**config.mk**
```make
export PLATFORM = sky130hd
export DESIGN_NAME = fixed_capacity_multiset
export DESIGN_NICKNAME = d
export VERILOG_FILES = /design/src/hdl/fcm_pkg.sv /design/src/hdl/fcm_store.sv /design/src/hdl/fixed_capacity_multiset.sv
export SDC_FILE = /design/constraint.sdc
export NUM_CORES = 1
export LEC_CHECK = 0
export ABC_AREA = 1
export BUFFER_PORTS_ARGS = -buffer_cell sky130_fd_sc_hd__buf_2
export CAP_MARGIN = 10
export CORE_MARGIN = 2
export CORE_UTILIZATION = 45
export DETAILED_ROUTE_END_ITERATION = 16
export SLEW_MARGIN = 20
export SYNTH_ARGS = -nofsm -noshare
export SYNTH_HDL_FRONTEND = slang
export SYNTH_SLANG_ARGS = --single-unit
```
**constraint.sdc**
```tcl
create_clock -name clk_i -period 5.4 [get_ports clk_i]
set_input_delay 0 -clock clk_i [delete_from_list [all_inputs] [get_ports clk_i]]
set_output_delay 0 -clock clk_i [all_outputs]
set_load 0.01 [all_outputs]
```
**src/hdl/fcm_pkg.sv**
```systemverilog
`timescale 1ns / 1ps
package fcm_pkg;

  localparam int CAPACITY    = 16;
  localparam int VALUE_WIDTH = 32;
  localparam int IDX_W       = $clog2(CAPACITY);
  localparam int CNT_W       = 5;

  typedef enum logic [1:0] {
    ACT_ADD    = 2'd0,
    ACT_REMOVE = 2'd1,
    ACT_CLEAR  = 2'd2,
    ACT_QUERY  = 2'd3
  } action_e;

  typedef enum logic [2:0] {
    S_IDLE,
    S_SCAN,
    S_ACT,
    S_MOVE,
    S_DONE
  } state_e;

  typedef struct packed {
    logic [1:0]  action;
    logic [31:0] value;
  } in_t;

  typedef struct packed {
    logic             ok;
    logic [CNT_W-1:0] match_count;
    logic [CNT_W-1:0] size_after;
    logic             is_empty;
  } out_t;

endpackage

```
**src/hdl/fcm_store.sv**
```systemverilog
`timescale 1ns / 1ps
module fcm_store (
  input  logic                               clk_i,
  input  logic                               we_i,
  input  logic [fcm_pkg::IDX_W-1:0]          waddr_i,
  input  logic [fcm_pkg::VALUE_WIDTH-1:0]    wdata_i,
  input  logic                               re_i,
  input  logic [fcm_pkg::IDX_W-1:0]          raddr_i,
  output logic [fcm_pkg::VALUE_WIDTH-1:0]    rdata_o
);

  logic [fcm_pkg::VALUE_WIDTH-1:0] mem_q [fcm_pkg::CAPACITY];
  logic [fcm_pkg::VALUE_WIDTH-1:0] rdata_q;

  always_ff @(posedge clk_i) begin
    if (we_i) begin
      mem_q[waddr_i] <= wdata_i;
    end
  end

  always_ff @(posedge clk_i) begin
    if (re_i) begin
      rdata_q <= mem_q[raddr_i];
    end
  end

  assign rdata_o = rdata_q;

endmodule

```
**src/hdl/fixed_capacity_multiset.sv**
```systemverilog
`timescale 1ns / 1ps
// Fixed-capacity multiset of up to 16 values held in a single-port-read RAM. Each transfer
// carries an action (add, remove one copy, clear, query) and a value; one result comes back
// per transfer with the success flag, the match count before the action, the size after it
// and an empty flag. One comparator walks the stored entries one per cycle through the RAM
// read port; a remove that finds a match then fetches the last entry through the same port
// and writes it over the first match, and a result still stalled in the output register
// holds the finished item back. Input is stalled while an item is in progress; a finished
// result waits in the output register while the next transfer is taken.
module fixed_capacity_multiset (
  input  logic          clk_i,
  input  logic          rst_ni,
  input  logic          in_valid_i,
  output logic          in_stall_o,
  input  fcm_pkg::in_t  in_data_i,
  output logic          out_valid_o,
  input  logic          out_stall_i,
  output fcm_pkg::out_t out_data_o
);

  localparam int IW = fcm_pkg::IDX_W;
  localparam int CW = fcm_pkg::CNT_W;

  fcm_pkg::state_e  state_q, state_d;
  fcm_pkg::action_e action_q, action_d;
  logic [fcm_pkg::VALUE_WIDTH-1:0] value_q, value_d;
  logic [CW-1:0] count_q, count_d;
  logic [CW-1:0] idx_q, idx_d;
  logic [CW-1:0] match_q, match_d;
  logic [IW-1:0] cmp_idx_q, cmp_idx_d;
  logic          cmp_vld_q, cmp_vld_d;
  logic [IW-1:0] first_q, first_d;
  logic          found_q, found_d;
  logic          ok_q, ok_d;
  logic          out_valid_q, out_valid_d;
  fcm_pkg::out_t out_q, out_d;

  logic          we;
  logic [IW-1:0] waddr;
  logic [fcm_pkg::VALUE_WIDTH-1:0] wdata;
  logic          re;
  logic [IW-1:0] raddr;
  logic [fcm_pkg::VALUE_WIDTH-1:0] rdata;
  logic          issue;
  logic [CW-1:0] last;

  fcm_store u_store (
    .clk_i   (clk_i),
    .we_i    (we),
    .waddr_i (waddr),
    .wdata_i (wdata),
    .re_i    (re),
    .raddr_i (raddr),
    .rdata_o (rdata)
  );

  assign issue = (idx_q < count_q);
  assign last  = count_q - CW'(1);

  always_comb begin
    state_d     = state_q;
    action_d    = action_q;
    value_d     = value_q;
    count_d     = count_q;
    idx_d       = idx_q;
    match_d     = match_q;
    cmp_idx_d   = cmp_idx_q;
    cmp_vld_d   = cmp_vld_q;
    first_d     = first_q;
    found_d     = found_q;
    ok_d        = ok_q;
    out_valid_d = out_valid_q && out_stall_i;
    out_d       = out_q;
    we          = 1'b0;
    waddr       = count_q[IW-1:0];
    wdata       = value_q;
    re          = 1'b0;
    raddr       = idx_q[IW-1:0];

    case (state_q)
      fcm_pkg::S_IDLE: begin
        if (in_valid_i) begin
          action_d  = fcm_pkg::action_e'(in_data_i.action);
          value_d   = in_data_i.value[fcm_pkg::VALUE_WIDTH-1:0];
          idx_d     = '0;
          match_d   = '0;
          cmp_vld_d = 1'b0;
          found_d   = 1'b0;
          ok_d      = 1'b0;
          state_d   = fcm_pkg::S_SCAN;
        end
      end
      fcm_pkg::S_SCAN: begin
        re        = issue;
        cmp_vld_d = issue;
        cmp_idx_d = idx_q[IW-1:0];
        if (issue) begin
          idx_d = idx_q + CW'(1);
        end
        if (cmp_vld_q && (rdata == value_q)) begin
          match_d = match_q + CW'(1);
          if (!found_q) begin
            found_d = 1'b1;
            first_d = cmp_idx_q;
          end
        end
        if (!issue && !cmp_vld_q) begin
          state_d = fcm_pkg::S_ACT;
        end
      end
      fcm_pkg::S_ACT: begin
        state_d = fcm_pkg::S_DONE;
        case (action_q)
          fcm_pkg::ACT_ADD: begin
            if (count_q < CW'(fcm_pkg::CAPACITY)) begin
              we      = 1'b1;
              count_d = count_q + CW'(1);
              ok_d    = 1'b1;
            end
          end
          fcm_pkg::ACT_REMOVE: begin
            if (found_q) begin
              re      = 1'b1;
              raddr   = last[IW-1:0];
              state_d = fcm_pkg::S_MOVE;
            end
          end
          fcm_pkg::ACT_CLEAR: begin
            count_d = '0;
            ok_d    = 1'b1;
          end
          default: begin
            ok_d = 1'b0;
          end
        endcase
      end
      fcm_pkg::S_MOVE: begin
        we      = 1'b1;
        waddr   = first_q;
        wdata   = rdata;
        count_d = last;
        ok_d    = 1'b1;
        state_d = fcm_pkg::S_DONE;
      end
      fcm_pkg::S_DONE: begin
        if (!(out_valid_q && out_stall_i)) begin
          out_valid_d       = 1'b1;
          out_d.ok          = ok_q;
          out_d.match_count = match_q;
          out_d.size_after  = count_q;
          out_d.is_empty    = (count_q == '0);
          state_d           = fcm_pkg::S_IDLE;
        end
      end
      default: begin
        state_d = fcm_pkg::S_IDLE;
      end
    endcase
  end

  always_ff @(posedge clk_i or negedge rst_ni) begin
    if (!rst_ni) begin
      state_q     <= fcm_pkg::S_IDLE;
      count_q     <= '0;
      idx_q       <= '0;
      cmp_vld_q   <= 1'b0;
      found_q     <= 1'b0;
      ok_q        <= 1'b0;
      match_q     <= '0;
      out_valid_q <= 1'b0;
      action_q    <= fcm_pkg::ACT_QUERY;
    end else begin
      state_q     <= state_d;
      count_q     <= count_d;
      idx_q       <= idx_d;
      cmp_vld_q   <= cmp_vld_d;
      found_q     <= found_d;
      ok_q        <= ok_d;
      match_q     <= match_d;
      out_valid_q <= out_valid_d;
      action_q    <= action_d;
    end
  end

  always_ff @(posedge clk_i) begin
    value_q   <= value_d;
    cmp_idx_q <= cmp_idx_d;
    first_q   <= first_d;
    out_q     <= out_d;
  end

  assign in_stall_o  = (state_q != fcm_pkg::S_IDLE);
  assign out_valid_o = out_valid_q;
  assign out_data_o  = out_q;

endmodule

```
# Yosys cells after proc, flatten, opt, wreduce, memory -nomap -nowiden
# Memory sizes are Yosys's and may differ from the RTL's. A register that Yosys moved wholly into a read port is not among the register bits.
# Cells that the tools add are included.
# classes
addsub	4
order_cmp	2
eq_ne	15
n_mux	35
n_bitwise	2
reduce_logical	21
# op_table
op	n
5-bit one-hot mux with 2 select lines	4
32-bit == test	1
32-bit two-way mux	1
5-bit two-way mux	4
4-bit two-way mux	4
5-bit by 1-bit adder with 5-bit output (second input constant)	3
3-bit two-way mux	5
3-bit one-hot mux with 5 select lines	1
3-bit AND reduction	5
2-bit inequality test (second input constant)	6
1-bit two-way mux	10
1-bit one-hot mux with 2 select lines	4
3-bit by 2-bit == test with 1-bit output (second input constant)	2
1-bit one-hot mux with 3 select lines	2
2-bit AND reduction	3
3-bit nonzero test	2
5-bit logical NOT	1
5-bit < comparator	1
5-bit < comparator (second input constant)	1
5-bit by 1-bit subtractor with 5-bit output (second input constant)	1
4-bit AND reduction	1
2-bit nonzero test	2
3-bit by 1-bit == test with 1-bit output (second input constant)	1
3-bit == test (second input constant)	1
9 further kinds	13
# word_totals
reg_bits	76
mem_bits_rw	512
input_bits	38
output_inout_bits	14
wordCells	96
n_memories	1
# mem_list
name	depth	width	rd	rd_ports_with_merged_regs	write_ports	line	source
u_store.mem_q	16	32	1	1	1	fcm_store.sv:12	logic [fcm_pkg::VALUE_WIDTH-1:0] mem_q [fcm_pkg::CAPACITY];

# Logic depth before layout (Yosys ltp)
# Gate-level depths: netlist of run 1.
# logic_depth
word_depth	6
ltp_mapped	13
ltp_nobuf	12

# Hierarchy
# From an unflattened synthesis of run 1, not the netlist that was laid out.
# hier_totals
cells_unflattened	2633
hier_area_um2	27299.9
# modules_own_cells
module	instances	cells_each	area_per_inst_um2	seq_area_each_um2
fcm_store	1	2120	23050.9	16335.7
fixed_capacity_multiset	1	513	4249.1	2164.6

# Worst setup path before layout of run 1
# Ideal clock, no wire load.
# synth_timing
path_kind	reg-to-reg
start	register state_q[0]
end	memory u_store.mem_q[12][0] (netlist name), enable pin
setup_ns	0.421
t_arrival_ns	2.730
t_required_ns	4.979
slack_ns	2.249
stages_incl_launch_ff	6
path_buffers	0
period_less_slack_ns	3.151
path_cell_list	dfrtp_1 > nor2_1 > nand2_2 > o31ai_1 > nand3_1 > nor2_1
# synth_via
elab_chain_len	4
elab_cells_between_ends	6
cone_classes	2 x eq/ne; 4 x mux
# synth_lines
item	line	source
start: declaration	fixed_capacity_multiset.sv:24	fcm_pkg::state_e state_q, state_d;
start signal: assignment	fixed_capacity_multiset.sv:163	state_q <= fcm_pkg::S_IDLE;
start signal: assignment	fixed_capacity_multiset.sv:173	state_q <= state_d;
3-bit by 2-bit == test with 1-bit output	fixed_capacity_multiset.sv:80	case (state_q)
1-bit one-hot mux with 2 select lines	fixed_capacity_multiset.sv:80	
1-bit two-way mux	fcm_store.sv:16	if (we_i) begin
1-bit two-way mux (implied by the code)	fcm_store.sv:17	mem_q[waddr_i] <= wdata_i;
end: declaration	fcm_store.sv:12	
# Parallel ways exist; a longest one is shown, timed or not.

# Worst setup path after layout of run 1
# layout_timing
start	register state_q[0]
end	memory u_store.mem_q[13][12] (netlist name), enable pin
# Same word-level chain as after synthesis.

==> results of run 1 <==
-- sequential cells by signal (all words and copies together) (netlist names) --
name	count
idx_q	5
cmp_idx_q	4
action_q	2
ok_q	1
u_store.rdata_o	32
match_q	5
cmp_vld_q	1
out_valid_o	1
value_q	32
found_q	1
first_q	4
u_store.mem_q	512
out_data_o	12
state_q	3
count_q	5
-- worst max-delay path, stage by stage, from the launching register on --
cell     delay (ns)
dfrtp_1        0.42
nor2_1         0.18
nand2_2        0.13
o31ai_1        0.79
nand3_1        0.56
nor2_4         0.97
buf_4          0.39
-- worst max-delay path by stage --
| stage | to |
|---|---|
| floorplan | u_store.mem_q[12][0] |
| global placement | u_store.mem_q[13][1] |
| detailed placement | u_store.mem_q[13][1] |
| CTS | u_store.mem_q[13][12] |
| global route | u_store.mem_q[13][12] |
| finish | u_store.mem_q[13][12] |
-- what timing repair did --
action                                  4_1_cts  5_1_grt
hold buffers                                 40        0
endpoints found under the hold margin        69        0
resized for setup                             0        0
endpoints found under the setup margin        0        0
-- per-stage QoR --
step	instances	hold WS, ns	utilization (%)	area, um^2	setup slack (ns)
2_1_floorplan	2671	-0.296	-	27500	2.25
3_3_place_gp	3432	0.0157	47.6	28800	1.87
3_5_place_dp	3436	0.0225	47.8	28900	1.79
4_1_cts	3597	0.0763	52.1	31500	1.73
5_1_grt	3597	0.106	52.1	31500	1.45
6_report	3597	0.0986	52.1	31500	1.62
-- logic make-up after synthesis --
group,Yosys count,share of synthesized area (%)
DFF,620,67.2
and+or+nand+nor,1238,20.1
buffers and inverters,718,10.4
xor gates and xnor gates,14,0.445
AOI/OAI and AO/OA,72,1.40
adders and majority gates,9,0.409
-- final cells by class --
type | instances | area (um^2)
inverter | 591 | 2220
fill | 5194 | 29000
sequential | 620 | 18500
multi-input combinational | 1333 | 6390
timing repair buffer | 150 | 1240
clock buffer | 84 | 1850
tap | 782 | 978
clock inverter | 37 | 349
-- where the power goes --
part	switching (mW)	internal, mW
registers	0.265	6.32
logic	3.81	1.33
clock network	1.89	2.72
-- metal layers --
metal | share of wire [%] | wire, um | global-route usage (%)
met1 | 43 | 32200 | 33.8
met2 | 46 | 34600 | 38.5
met3 | 8.7 | 6570 | 3.77
met4 | 2.8 | 2130 | 8.13
met5 | 0 | 0 | 0
-- cell usage in the layout, fill, tap and decap left out, types with 4 or more instances in the layout --
cell and instances:
ha_1 9, clkinv_1 17, dlygate4sd3_1 39, buf_2 52, edfxtp_1 596, or2_2 6, o21ai_2 4, xor2_1 10
buf_16 4, buf_12 5, nand4_1 10, o21ai_0 38, inv_1 588, nand3_1 633, dfrtp_1 22, buf_4 50
bufinv_16 6, xnor2_1 4, clkbuf_1 11, nand2_1 519, a21oi_1 11, nor2_4 18, clkbuf_16 71, nor2_1 36
clkinv_2 10, o21ai_4 4, nand2_4 5
==> metrics.txt, run 1 <==
status=completed; synth unique cells=37; CP startpoint=state_q[0]; Synth Flop Type=edfxtp_1; Power Total=between 15 and 20 mW; fraction of layout cells with a size suffix above 1=~9.0%; grt ovf=0; die height=251 um; Final Critical Period=3.78 ns; largest net degree at the start of global routing=85; crit path kind=reg2reg; DP Wirelength=42,400 um; synth top area cells=edfxtp_1 65%, nand3_1 12%, inv_1 8.0%; router iterations before antenna repair=5; Detail Route Antenna Nets=0; Post-CTS Setup Inserts=0; path depth of the worst reg2reg path=6; crit end category=flop; clk buf depth=3; wirelength, routed=75,500 um; Hold Path Cell Cnt=2; Syn Inst Count=2,671; YS warnings=0; CP required=5.68 ns; top cell type's share of synthesized area=roughly two thirds; Site Rows=90; Worst-Margin Slew=between 1 and 1.5 ns; drt wl/cell=about 21 um; Hold Path End=value_q[26]; final hold vios=0; EDFF count, synth=between 500 and 600; FF+latch count, synth=just over 600; clk sink count=620; RR Endpoint=u_store.mem_q[13][12]; Fmax=~0.26 GHz; total CTS buffers=67; die area=approximately 63,000 um^2; Syn Area/Cell=around 10 um^2; Slew Viols, Final=0; hold_sp=in_data_i[26]; Hold Path Class=in2reg; setup violators final=0; die width=251 um; CORE AREA=60,500 um^2; port bufs=51; Max-Cap Viols=0; # DRC=0; synth-to-layout area growth=14.5%; vias in the first global route=around 19,000; CP max FO=21; Clock Skews=approximately 0.034 ns; post-synthesis sequential area ratio=between 60% and 70%; ANT cells=0; clock-pin slew on the worst setup and hold paths=0.06 ns; r2r startpoint=state_q[0]; Syn Nets=roughly 2,700; vias per cell=5.38; initial antenna violation count=1; Iter 0 DRT Violations=between 1,500 and 2,000; cell accounting for the most synthesized area=edfxtp_1; period utilization=between 70% and 80%; TritonCTS clock tree=done; CTS Root Buffer Type=clkbuf_16; gpl congestion=0.862; most frequent cells after synthesis=633 x nand3_1, 596 x edfxtp_1, 588 x inv_1; Worst-Skew Late Latency=0.62 ns; Starting Density=a little under half; Syn Std Cell Area=roughly 28,000 um^2; r2r setup slk=around 1.6 ns; Critical Path AT=between 4 and 5 ns; crit path launch type=flop; io pins=52; htree depth=3; wire length of the first global-routing pass=roughly 110,000 um; Peak supply drop=around 0.29 mV; Lkg Pwr=roughly 14 nW; Rel. slew slack=24.1%; RSZ-0062 raised after global routing=no; via count=about 19,000; Pwr per Cell Area=approximately 520 nW/um^2; layout net count=2,810; Synth async-reset ratio=between 3 and 4%; most common cell in the synthesized netlist=nand3_1; Overall Global Routing Usage=24.1%; setup TNS=0 ns
Note: power is estimated with default switching activity, not from simulation.
==> run 2: changes to the inputs <==
- clock period: 5.4 -> 3.8 ns (I/O delays scaled with it)
==> metrics.txt, run 2 (same netlist as run 1, synthesis figures left out) <==
status=completed; Peak supply drop=0.494 mV (+68%); RR Endpoint=u_store.mem_q[5][7]; Rel. slew slack=31.5% (+7.4 points); Critical Path AT=3.13 ns (-0.93 ns); io pins=52 (unchanged); CTS Root Buffer Type=clkbuf_16; vias in the first global route=18,500 (-1.6%); drt wl/cell=20.6 um (-1.9%); Slew Viols, Final=0 (unchanged); DP Wirelength=41,700 um (-1.8%); crit-path cells=inv_1, nor2_1, nand2_2, buf_4, o21ai_0, nand3_1, nor2_4, buf_4; vias per cell=5.26 (-2.1%); area of the multi-input gates=6370 um^2 (-0.31%); Slowest Stage Delay on Critical Path=0.50 ns (-0.47 ns); synth-to-layout area growth=15.1%; router iterations before antenna repair=6 (+1); Starting Density=45.5% (unchanged); die height=251 um (unchanged); port bufs=51 (unchanged); final hold vios=0 (unchanged); Filler cells=5,276 (+1.6%); grt ovf=0 (unchanged); die area=63,200 um^2 (unchanged); post-cts sizing count=0 (unchanged); Power Total=23.2 mW (+42%); Worst-Margin Slew=1.02 ns (-0.113 ns); commonest non-fill, non-tap cell in the layout=nand3_1; path depth of the worst reg2reg path=8 (+2); most frequent cells in the layout=633 x nand3_1, 596 x edfxtp_1, 588 x inv_1; most used cell, CP=buf_4; via count=19,000 (-1.6%); Hold Path Class=in2reg; r2r setup slk=0.90 ns (-0.72 ns); crit end category=flop; clk sink count=620 (unchanged); Clock Skews=0.0244 ns (-0.00919 ns); Site Rows=90 (unchanged); Biggest register=u_store.mem_q; Hold Path End=value_q[27]; Final Critical Period=2.90 ns (-0.881 ns); htree depth=3 (unchanged); Lkg Pwr=13.6 nW (+0.42%); die width=251 um (unchanged); CORE AREA=60,500 um^2 (unchanged); RSZ-0062 raised after global routing=no; period utilization=76.4% (+6.3 points); total CTS buffers=69 (+3.0%); Fmax=0.345 GHz (+30%); crit path kind=reg2reg; TritonCTS clock tree=done; Largest register FFs=512 (unchanged); wirelength, routed=74,400 um (-1.4%); Detail Route Antenna Nets=0 (unchanged); Crit path buffers/inverters=3 (+2); CP top delay family=simple AND/OR/NAND/NOR gates; largest net degree at the start of global routing=129 (+52%); FF/Latch Area=18,500 um^2 (unchanged); gpl congestion=0.860 (-0.23%); # DRC=0 (unchanged); initial antenna violation count=0 (-1); r2r startpoint=state_q[1]; Hold Path Cell Cnt=2 (unchanged); clk buf depth=3 (unchanged); layout net count=2,824 (+0.50%); CP max FO=32 (+52%); Iter 0 DRT Violations=1,835 (-7.0%); crit path launch type=flop; setup violators final=0 (unchanged); setup TNS=0 ns (unchanged); clock-pin slew on the worst setup and hold paths=0.06 ns (about the same); Worst-Skew Late Latency=0.61 ns (about the same); hold_ws=0.105 ns (+0.00648 ns); ANT cells=0 (unchanged); Pwr per Cell Area=733 nW/um^2 (+41%); Max-Cap Viols=0 (unchanged); Overall Global Routing Usage=23.9% (-0.23 points); CP required=4.03 ns (-1.65 ns); cell with the largest stage delay on the worst path=buf_4; wire length of the first global-routing pass=113,000 um (-1.7%); fraction of layout cells with a size suffix above 1=9.11% (+0.16 points); hold_sp=in_data_i[27]
-- run 2: worst max path at each step --
stage	endpoint	cells past startpoint	slack (ns)	from
global placement	u_store.rdata_o[24]	12	1.02	action_q[1]
floorplan	u_store.mem_q[12][0]	5	0.65	state_q[0]
CTS	u_store.mem_q[10][14]	8	0.89	state_q[1]
detailed placement	u_store.mem_q[10][19]	8	0.91	state_q[1]
finish	u_store.mem_q[5][7]	8	0.90	state_q[1]
global route	u_store.mem_q[10][5]	8	0.66	state_q[1]
-- run 2: stage by stage --
stage	cells	cell area, um^2	util, %	setup WS (ns)
floorplan	2671	27500	-	0.649
global placement	3447	29100	48.1	1.02
detailed placement	3447	29100	48.1	0.910
CTS	3613	31700	52.3	0.891
global route	3614	31700	52.4	0.664
finish	3614	31700	52.4	0.898
-- run 2: final cells by class --
class / count / share of cell area (%)
clock inverter: 29 / 0.833
timing repair buffer: 162 / 4.55
multi-input combinational: 1333 / 20.1
clock buffer: 97 / 6.02
sequential: 620 / 58.4
tap: 782 / 3.09
inverter: 591 / 7.00
-- run 2: worst register-to-register path, cell delays in order, from the launching register on --
cell,delay [ns]
dfrtp_1,0.39
inv_1,0.09
nor2_1,0.16
nand2_2,0.22
buf_4,0.27
o21ai_0,0.32
nand3_1,0.39
nor2_4,0.17
buf_4,0.50
-- run 2: routing by layer --
layer | vias up | part of all wire, % | wire length (um) | global-route usage (%)
met5 | - | 0 | 0 | 0
met4 | 0 | 3.1 | 2310 | 8.74
met3 | 117 | 8.3 | 6190 | 4.73
met2 | 776 | 46 | 34100 | 37.8
met1 | 9181 | 43 | 31800 | 32.8
li1 | 8952 | - | - | -
-- run 2: report_power, final --
part / total, mW / switching (mW) / internal [mW] / leakage (nW)
clock network: 6.46 / 2.68 / 3.78 / 1.05
logic: 7.41 / 5.43 / 1.98 / 6.89
registers: 9.35 / 0.372 / 8.97 / 5.70
-- run 2: timing repair --
action                                 in CTS  in global routing
setup buffers                               0                  0
hold buffers                               40                  0
endpoints found under the hold margin      81                  0
==> run 3: changes to the inputs <==
- clock period: 3.8 -> 2.7 ns (I/O delays scaled with it)
==> metrics.txt, run 3 (same netlist as run 1, synthesis figures left out) <==
area of the multi-input gates=6370 um^2 (unchanged); Biggest register=u_store.mem_q; Iter 0 DRT Violations=1,790 (-2.5%); most frequent cells in the layout=633 x nand3_1, 596 x edfxtp_1, 588 x inv_1; wire length of the first global-routing pass=114,000 um (+0.89%); Pwr per Cell Area=1020 nW/um^2 (+39%); Sw Ratio=36.0% (-0.50 points); final hold vios=0 (unchanged); Filler cells=5,203 (-1.4%); initial antenna violation count=0 (unchanged); Max-Cap Viols=0 (unchanged); crit path kind=reg2reg; Fmax=0.405 GHz (+18%); via count=19,200 (+0.94%); Post-CTS Setup Inserts=0 (unchanged); Largest register FFs=512 (unchanged); router iterations before antenna repair=7 (+1); FF/Latch Area=18,500 um^2 (unchanged); Worst-Skew Late Latency=0.62 ns (about the same); cell with the largest stage delay on the worst path=dfstp_2; io pins=52 (unchanged); Final Critical Period=2.47 ns (-0.435 ns); crit path launch type=flop; Power Total=32.6 mW (+40%); crit-path cells=inv_1, nand3_2, inv_2, nand2_2, nand2_1, o21ai_4, buf_12, nand3_1, nand3_1, nand3_1, nand2_1; DP Wirelength=42,100 um (+1.1%); vias in the first global route=18,200 (-1.8%); switching power=11.7 mW (+39%); Logic pwr share=32.5% (+0.6 points); P_int=20.9 mW (+42%); hold_sp=in_data_i[24]; Lkg Pwr=13.8 nW (+1.2%); clk sink count=620 (unchanged); hold_ws=0.102 ns (-0.00316 ns); Clock power frac=27.1% (-0.7 points); Crit path buffers/inverters=3 (unchanged); clock-pin slew on the worst setup and hold paths=0.06 ns (about the same); setup violators final=0 (unchanged); RSZ-0062 raised after global routing=no; die area=63,200 um^2 (unchanged); CP max FO=83 (+160%); grt ovf=0 (unchanged); fraction of layout cells with a size suffix above 1=9.93% (+0.82 points); status=completed; Site Rows=90 (unchanged); vias per cell=5.29 (+0.41%); Rel. slew slack=43.3% (+12 points); final design utilization=52.9% (+0.56 points); TritonCTS clock tree=done; Detail Route Antenna Nets=0 (unchanged); post-cts sizing count=0 (unchanged); clk buf depth=3 (unchanged); # DRC=0 (unchanged); Slew Viols, Final=0 (unchanged); layout net count=2,851 (+0.96%); most used cell, CP=nand3_1; crit end category=flop; drt wl/cell=21.1 um (+2.3%); commonest non-fill, non-tap cell in the layout=nand3_1; CP required=3.16 ns (-0.87 ns); die width=251 um (unchanged); Critical Path AT=2.93 ns (-0.20 ns); die height=251 um (unchanged); period utilization=91.4% (+15 points); Slowest Stage Delay on Critical Path=0.52 ns (+0.02 ns); Clock Skews=0.0312 ns (+0.00674 ns); Flop pwr share=40.4% (+0.2 points); total CTS buffers=66 (-4.3%); wirelength, routed=76,500 um (+2.8%); largest net degree at the start of global routing=84 (-35%); setup TNS=0 ns (unchanged); Worst-Margin Slew=0.848 ns (-0.176 ns); gpl congestion=0.868 (+0.95%); Post-CTS Hold Buffers=40 (unchanged); CP top delay family=simple AND/OR/NAND/NOR gates; synth-to-layout area growth=16.3%; ANT cells=0 (unchanged); r2r startpoint=action_q[1]; port bufs=51 (unchanged); Starting Density=45.5% (unchanged); Peak supply drop=0.785 mV (+59%); CP startpoint=action_q[1]; Hold Path Class=in2reg; Overall Global Routing Usage=24.3% (+0.47 points); htree depth=3 (unchanged); CORE AREA=60,500 um^2 (unchanged); CTS Root Buffer Type=clkbuf_16
## run 3: cell count changes in the layout (fill, tap and decap cells not counted), sizes merged
| cell | delta |
|---|---|
| clkinv | -5 |
| buf | +30 |
| bufinv | +1 |
| clkinvlp | +2 |
| clkbuf | -8 |
| inv | -1 |
## run 3: through the flow
stage	setup WS [ns]	cells	cell area (um^2)
2_1_floorplan	-0.451	2671	27500
3_3_place_gp	0.298	3478	29500
3_5_place_dp	0.312	3478	29500
4_1_cts	0.279	3633	32000
5_1_grt	0.0872	3633	32000
6_report	0.233	3633	32000
## run 3: per-layer routing
layer	part of all wire, %	vias up	track usage, %
met3	8.9	117	4.42
met2	47	872	39.9
li1	-	8998	-
met4	2.9	0	8.79
met5	0	-	0
met1	41	9218	32.6
## run 3: cell type report
type / instances / share of cell area [%]
multi-input combinational: 1333 / 19.9
clock buffer: 89 / 5.66
clock inverter: 26 / 0.829
inverter: 591 / 6.93
sequential: 620 / 57.8
timing repair buffer: 192 / 5.85
tap: 782 / 3.06
## run 3: worst paths after layout
check                                      endpoint  slack, ns  cells past startpoint
worst min-delay path                    value_q[24]       0.10                      2
max in group asynchronous                count_q[4]       1.67                      4
worst min register to register           first_q[2]       0.42                      0
worst max-delay path            u_store.rdata_o[21]       0.23                     11
worst max register to register  u_store.rdata_o[21]       0.23                     11
min in group asynchronous               action_q[0]       0.48                      3
## run 3: power groups by stage
stage	Sequential (mW)	Clock [mW]	Combinational (mW)
final	13.2	8.84	10.6
after global routing	13.2	9.34	11.6
after CTS	13.2	8.99	10.6
after detailed placement	13.3	0	10.5
after global placement	13.3	0	10.3
after floorplan	13.2	0	6.62
